[src/rcfh_pkg.sv]
// Shared types and constants for the ray/circle first-hit pipeline.
// No dependencies.
package rcfh_pkg;

    localparam int TCA_W = 44;
    localparam int SQ_SAT_BIT = 62;
    localparam logic [31:0] MISS_DIST = 32'h7FFF_FFFF;

    typedef struct packed {
        logic              valid;
        logic              in_circle;
        logic              live;
        logic [30:0]       maxd;
        logic [TCA_W-1:0]  tca;
    } t_side;

endpackage

[src/rcfh_sqrt_cell.sv]
// One cell of the square-root chain: retires one radicand bit pair per cycle while i_en is high.
// Depends on rcfh_pkg.
module rcfh_sqrt_cell
    import rcfh_pkg::*;
#(
    parameter int PAIRS = 40
) (
    input  logic                 i_clk,
    input  logic                 i_rst_n,
    input  logic                 i_en,
    input  t_side                i_side,
    input  logic [2*PAIRS-1:0]   i_rad,
    input  logic [PAIRS+1:0]     i_rem,
    input  logic [PAIRS-1:0]     i_root,
    output t_side                o_side,
    output logic [2*PAIRS-1:0]   o_rad,
    output logic [PAIRS+1:0]     o_rem,
    output logic [PAIRS-1:0]     o_root
);

    localparam int RW = PAIRS + 2;
    localparam int RADW = 2 * PAIRS;

    logic [RW-1:0] rem2, trial;
    logic          ge;

    always_comb begin
        rem2 = {i_rem[RW-3:0], i_rad[RADW-1:RADW-2]};
        trial = {i_root, 2'b01};
        ge = rem2 >= trial;
    end

    always_ff @(posedge i_clk) begin
        if (!i_rst_n) begin
            o_side.valid <= 1'b0;
        end else if (i_en) begin
            o_side.valid <= i_side.valid;
        end
        if (i_en) begin
            o_side.in_circle <= i_side.in_circle;
            o_side.live <= i_side.live;
            o_side.maxd <= i_side.maxd;
            o_side.tca <= i_side.tca;
            o_rad <= {i_rad[RADW-3:0], 2'b00};
            o_rem <= ge ? rem2 - trial : rem2;
            o_root <= {i_root[PAIRS-2:0], ge};
        end
    end

endmodule

[config.mk]
export PLATFORM = sky130hd
export DESIGN_NAME = rcfh_sqrt_cell
export DESIGN_NICKNAME = d
export VERILOG_FILES = /design/src/rcfh_pkg.sv /design/src/rcfh_sqrt_cell.sv
export SDC_FILE = /design/constraint.sdc
export NUM_CORES = 1
export LEC_CHECK = 0
export ABC_CLOCK_PERIOD_IN_PS = 5550
export BUFFER_PORTS_ARGS = -buffer_cell sky130_fd_sc_hd__buf_2
export CORE_UTILIZATION = 29
export CTS_BUF_LIST = sky130_fd_sc_hd__clkbuf_8 sky130_fd_sc_hd__clkbuf_16
export DETAILED_ROUTE_END_ITERATION = 6
export GPL_TIMING_DRIVEN = 0
export SKIP_LAST_GASP = 1
export SYNTH_ARGS = -nofsm -noshare
export SYNTH_HDL_FRONTEND = slang
export SYNTH_SLANG_ARGS = --single-unit
[constraint.sdc]
create_clock -name i_clk -period 5.55 [get_ports i_clk]
set_input_delay 0.555 -clock i_clk [delete_from_list [all_inputs] [get_ports i_clk]]
set_output_delay 0.555 -clock i_clk [all_outputs]
set_load 0.05 [all_outputs]
==> summary by stage <==
Status
The flow ran to the end, and the final reports show no timing, DRC or antenna violations.

Finish
In the final layout, the share of cells above drive strength 1 is 0.4401. The relative area change from synthesis to final layout is 39.37%. Leaving out fill and tap cells, the most frequent cells in the layout are 482 x buf_2, 237 x edfxtp_1, 59 x o21ai_0.

The finished cells cover between 10000 and 15000 um2. Leaving out fill and tap cells, the most frequent cell in the layout is buf_2. For this run, the share of the core covered by cells in the final layout is 0.4125.

At the end of the flow, the number of nets in the layout was between 1500 and 2000.

Timing
Setup violations remaining at the end of the flow were counted as 0. At the pin with the least slew margin, the transition time is roughly 0.7 ns. Dividing the final minimum period by the clock period gives 0.6503. The final-report max-slew violation count came to 0. Derived from the worst setup path, the maximum achievable clock frequency is around 280 MHz. Setup repair after global routing left no endpoint under its margin. The final-report hold violation count is 0. The setup skew after layout is 0 ns. The setup TNS after final layout is 0 ns. The worst path needs 3.609 ns of the cycle, external delays included.

Headroom to the max-slew limit came out at 0.5317.

Logic synthesis
The part of the Yosys area used for sequential elements is 0.6947. Counting flops and latches in the post-synthesis netlist gives about 240. The synthesized netlist cell count is approximately 740. Yosys printed 0 warnings. Ranked by total cell area, the synthesized netlist is headed by edfxtp_1 69%, ha_1 5.1%, o21ai_0 2.9%. The combined area of all synthesized cells is 10270 um2.

In the synthesized netlist the async set-or-reset flop fraction comes to 0. The leading register cell type out of synthesis is edfxtp_1. The count of flip-flops with a built-in enable after synthesis is between 200 and 250. The netlist uses about 60 different library cells. The largest area contributor in the synthesized netlist is edfxtp_1. A synthesized cell averages around 14 um2. The portion of synthesized cell area occupied by the leading cell type is 0.6927.

Power and ir drop
The power density normalized to cell area is slightly below 400 nW/um2. VDD sags by at most around 0.32 mV. The static leakage is 0.006350 uW.

Placement
The placed instances occupy a cell area of around 13000 um2. Routability-driven placement finished with a final weighted congestion of approximately 0.89. In this run the tool buffered the top-level ports with between 400 and 500 buffer cells. The HPWL after detailed placement is between 20 and 30 mm.

Floorplanning
The placeable core region is 34710 um2. slightly below 500 I/O pins were placed. The height of the die is approximately 190 um. The floorplan step set the die width to approximately 190 um. The initial cell density of the core is 0.2960. The floorplan step defined a die boundary enclosing roughly 36000 um2. The number of placement rows is 68.

Clock tree
The clock passes through at most 3 buffers. The number of clock buffers inserted by TritonCTS is 28. TritonCTS built the clock tree.

The total number of clock tree sinks is between 200 and 250. The clock-pin slew of the registers on the worst-case setup and hold paths is ~0.06 ns. The post-CTS setup buffer count is 0. After clock tree synthesis, the repair step resized 0 gates. The clock latency reported for the late side of the worst-skew pair is ~0.56 ns. The clock tree root buffer cell is clkbuf_16. The number of levels the H-tree was split into is 1.

The number of buffers added to fix hold violations after cts is 0.

Worst setup path
The count of buffering cells on the critical path with inverters included is 4. In this run the critical register-to-register path is captured at o_side[77]$_SDFFE_PN0P_. The category of the critical setup timing path is input pin to flop. The setup slack on the worst flop-to-flop path is 4.93 ns. For the worst flop-to-flop path, the logic depth is 2. The data required time at the worst endpoint is between 5 and 6 ns. Data on the critical path arrives at its endpoint at a little under 4 ns. STA classifies the critical path endpoint as a flop.

The signal on the critical path passes through buf_2, inv_1, ha_1, clkbuf_1, nand4_1, nor4_1, nor3b_1, nand4_1, nand2_1, a2111o_1, nand2_4, buf_6, nor4_1, nor3_1. The biggest fanout along the worst timing path is 10. In this design, the stage delay of the slowest critical-path cell is about 0.62 ns. The worst flop-to-flop path startpoint is o_side[77]$_SDFFE_PN0P_.

The worst-path cell with the longest stage delay is nor4_1. In this design, the largest share of critical-path delay is due to simple AND/OR/NAND/NOR gates. STA classifies the critical path startpoint as an input pin.

Route
The amount of wire on met2 after detailed routing is ~18 mm. Wire segments on met3 add up to 3.316 mm in the final route. The number of vias per cell is about 4.6.

The final route contains around 8000 vias. The routed wire length is 35.77 mm. The post-route DRC violation count is 0. In this run the remaining antenna-violating nets after routing total 0. In the final routing, the length of wire on met1 measures approximately 13 mm. After detailed routing, no signal wire sits above met5. The first-iteration detailed-routing DRC count is around 450. Before antenna repair, the detailed router went through 5 iterations. The post-detailed-route wirelength per cell is 20.69 um.

Flow run
The total of max-cap violations is 0.

Min path
The terminating pin of the worst hold path is o_side[72]$_DFFE_PP_. The min-delay analysis places its worst path in the category input pin to flop. Along the worst hold path, the cell count comes to 1. In this run the most critical hold path is launched from i_side[72].

Global route
The first global-routing pass estimated around 50 mm of wire. The total overflow left after global routing is 0. The number of global-route vias before repair is 8035.

The initial antenna violation count came to 13. Entering global routing, the biggest net connects 91 pins. For this run, the total global-route usage over all layers was measured as 0.1891.
## state kept, by name, summed over array words and instances, names as in the netlist
register / count
o_rad: 78
o_side: 78
o_rem: 42
o_root: 40
## final cells by class
class                   count  area [um2]
well taps                 455       569.3
clock inverters            24       299.0
fillers                  3341       20390
clock buffers              28       700.7
repair buffers            480        2457
diodes                      6       15.01
flip-flops and latches    238        7137
plain buffers              28       152.6
multi-input cells         415        2779
inverters                  55       209.0
## metal layers
layer | GRT usage | vias to the layer above
li1 | - | 3773
met1 | 0.2168 | 3823
met2 | 0.3355 | 342
met3 | 0.05834 | 66
met4 | 0.05754 | 12
met5 | 0 | -
## synthesized netlist by cell type, types with 2 or more instances
library cell,n
o21bai_1,8
a41o_1,2
nand2b_1,4
nor2_1,29
xnor2_1,26
ha_1,42
edfxtp_1,237
or2_2,4
buf_6,4
a21oi_1,56
buf_2,5
a221oi_1,2
or3_1,2
o31a_1,2
a21o_1,27
o31ai_2,3
inv_1,54
o21ai_0,59
nor3_1,9
o211ai_1,2
a31oi_1,3
nand2_1,57
o21a_1,3
and3_1,3
clkbuf_2,3
nand3_1,8
mux2_2,2
and4_4,2
a211oi_1,3
nand4_1,15
nor4_1,4
clkbuf_1,14
nor2b_1,3
xor2_1,10
buf_4,2
## kinds of logic after synthesis
family	Yosys count	share of synthesized area
compound gates	186	0.1164
xor+xnor	36	0.03069
fa+ha+maj	42	0.05115
buf+inv	83	0.03520
flops	238	0.6947
mux	3	0.003166
other cells	1	0.0003650
simple gates	146	0.06832
## per-stage QoR
| stage | total power, uW | hold WS, ns | cells | worst slack [ns] |
|---|---|---|---|---|
| 3_5_place_dp | 3572 | 0.5256 | 1671 | 1.192 |
| 2_1_floorplan | 3154 | 0.6539 | 736 | 2.489 |
| 3_3_place_gp | 3571 | 0.5350 | 1669 | 0.4019 |
| 4_1_cts | 5578 | 0.1264 | 1723 | 1.756 |
| 5_1_grt | 5712 | 0.1334 | 1725 | 1.586 |
| 6_report | 5510 | 0.1545 | 1729 | 1.941 |
## report_power, final
| part | switching, uW | internal [uW] | leakage (uW) |
|---|---|---|---|
| clock network | 776 | 1200 | 0.000489 |
| logic | 987 | 333 | 0.00353 |
| registers | 39.7 | 2170 | 0.00233 |
| total | 1800 | 3710 | 0.00635 |
## how the worst max path moves through the flow
stage / startpoint / endpoint / cells past startpoint
after floorplan: i_root[0] / o_rem[41]$_DFFE_PP_ / 11
after global placement: i_en / o_side[77]$_SDFFE_PN0P_ / 3
final: i_root[25] / o_rem[36]$_DFFE_PP_ / 14
after global routing: i_root[25] / o_rem[36]$_DFFE_PP_ / 14
after detailed placement: i_root[25] / o_rem[36]$_DFFE_PP_ / 14
after CTS: i_root[25] / o_rem[36]$_DFFE_PP_ / 14
Note: power is estimated with default switching activity, not from simulation.
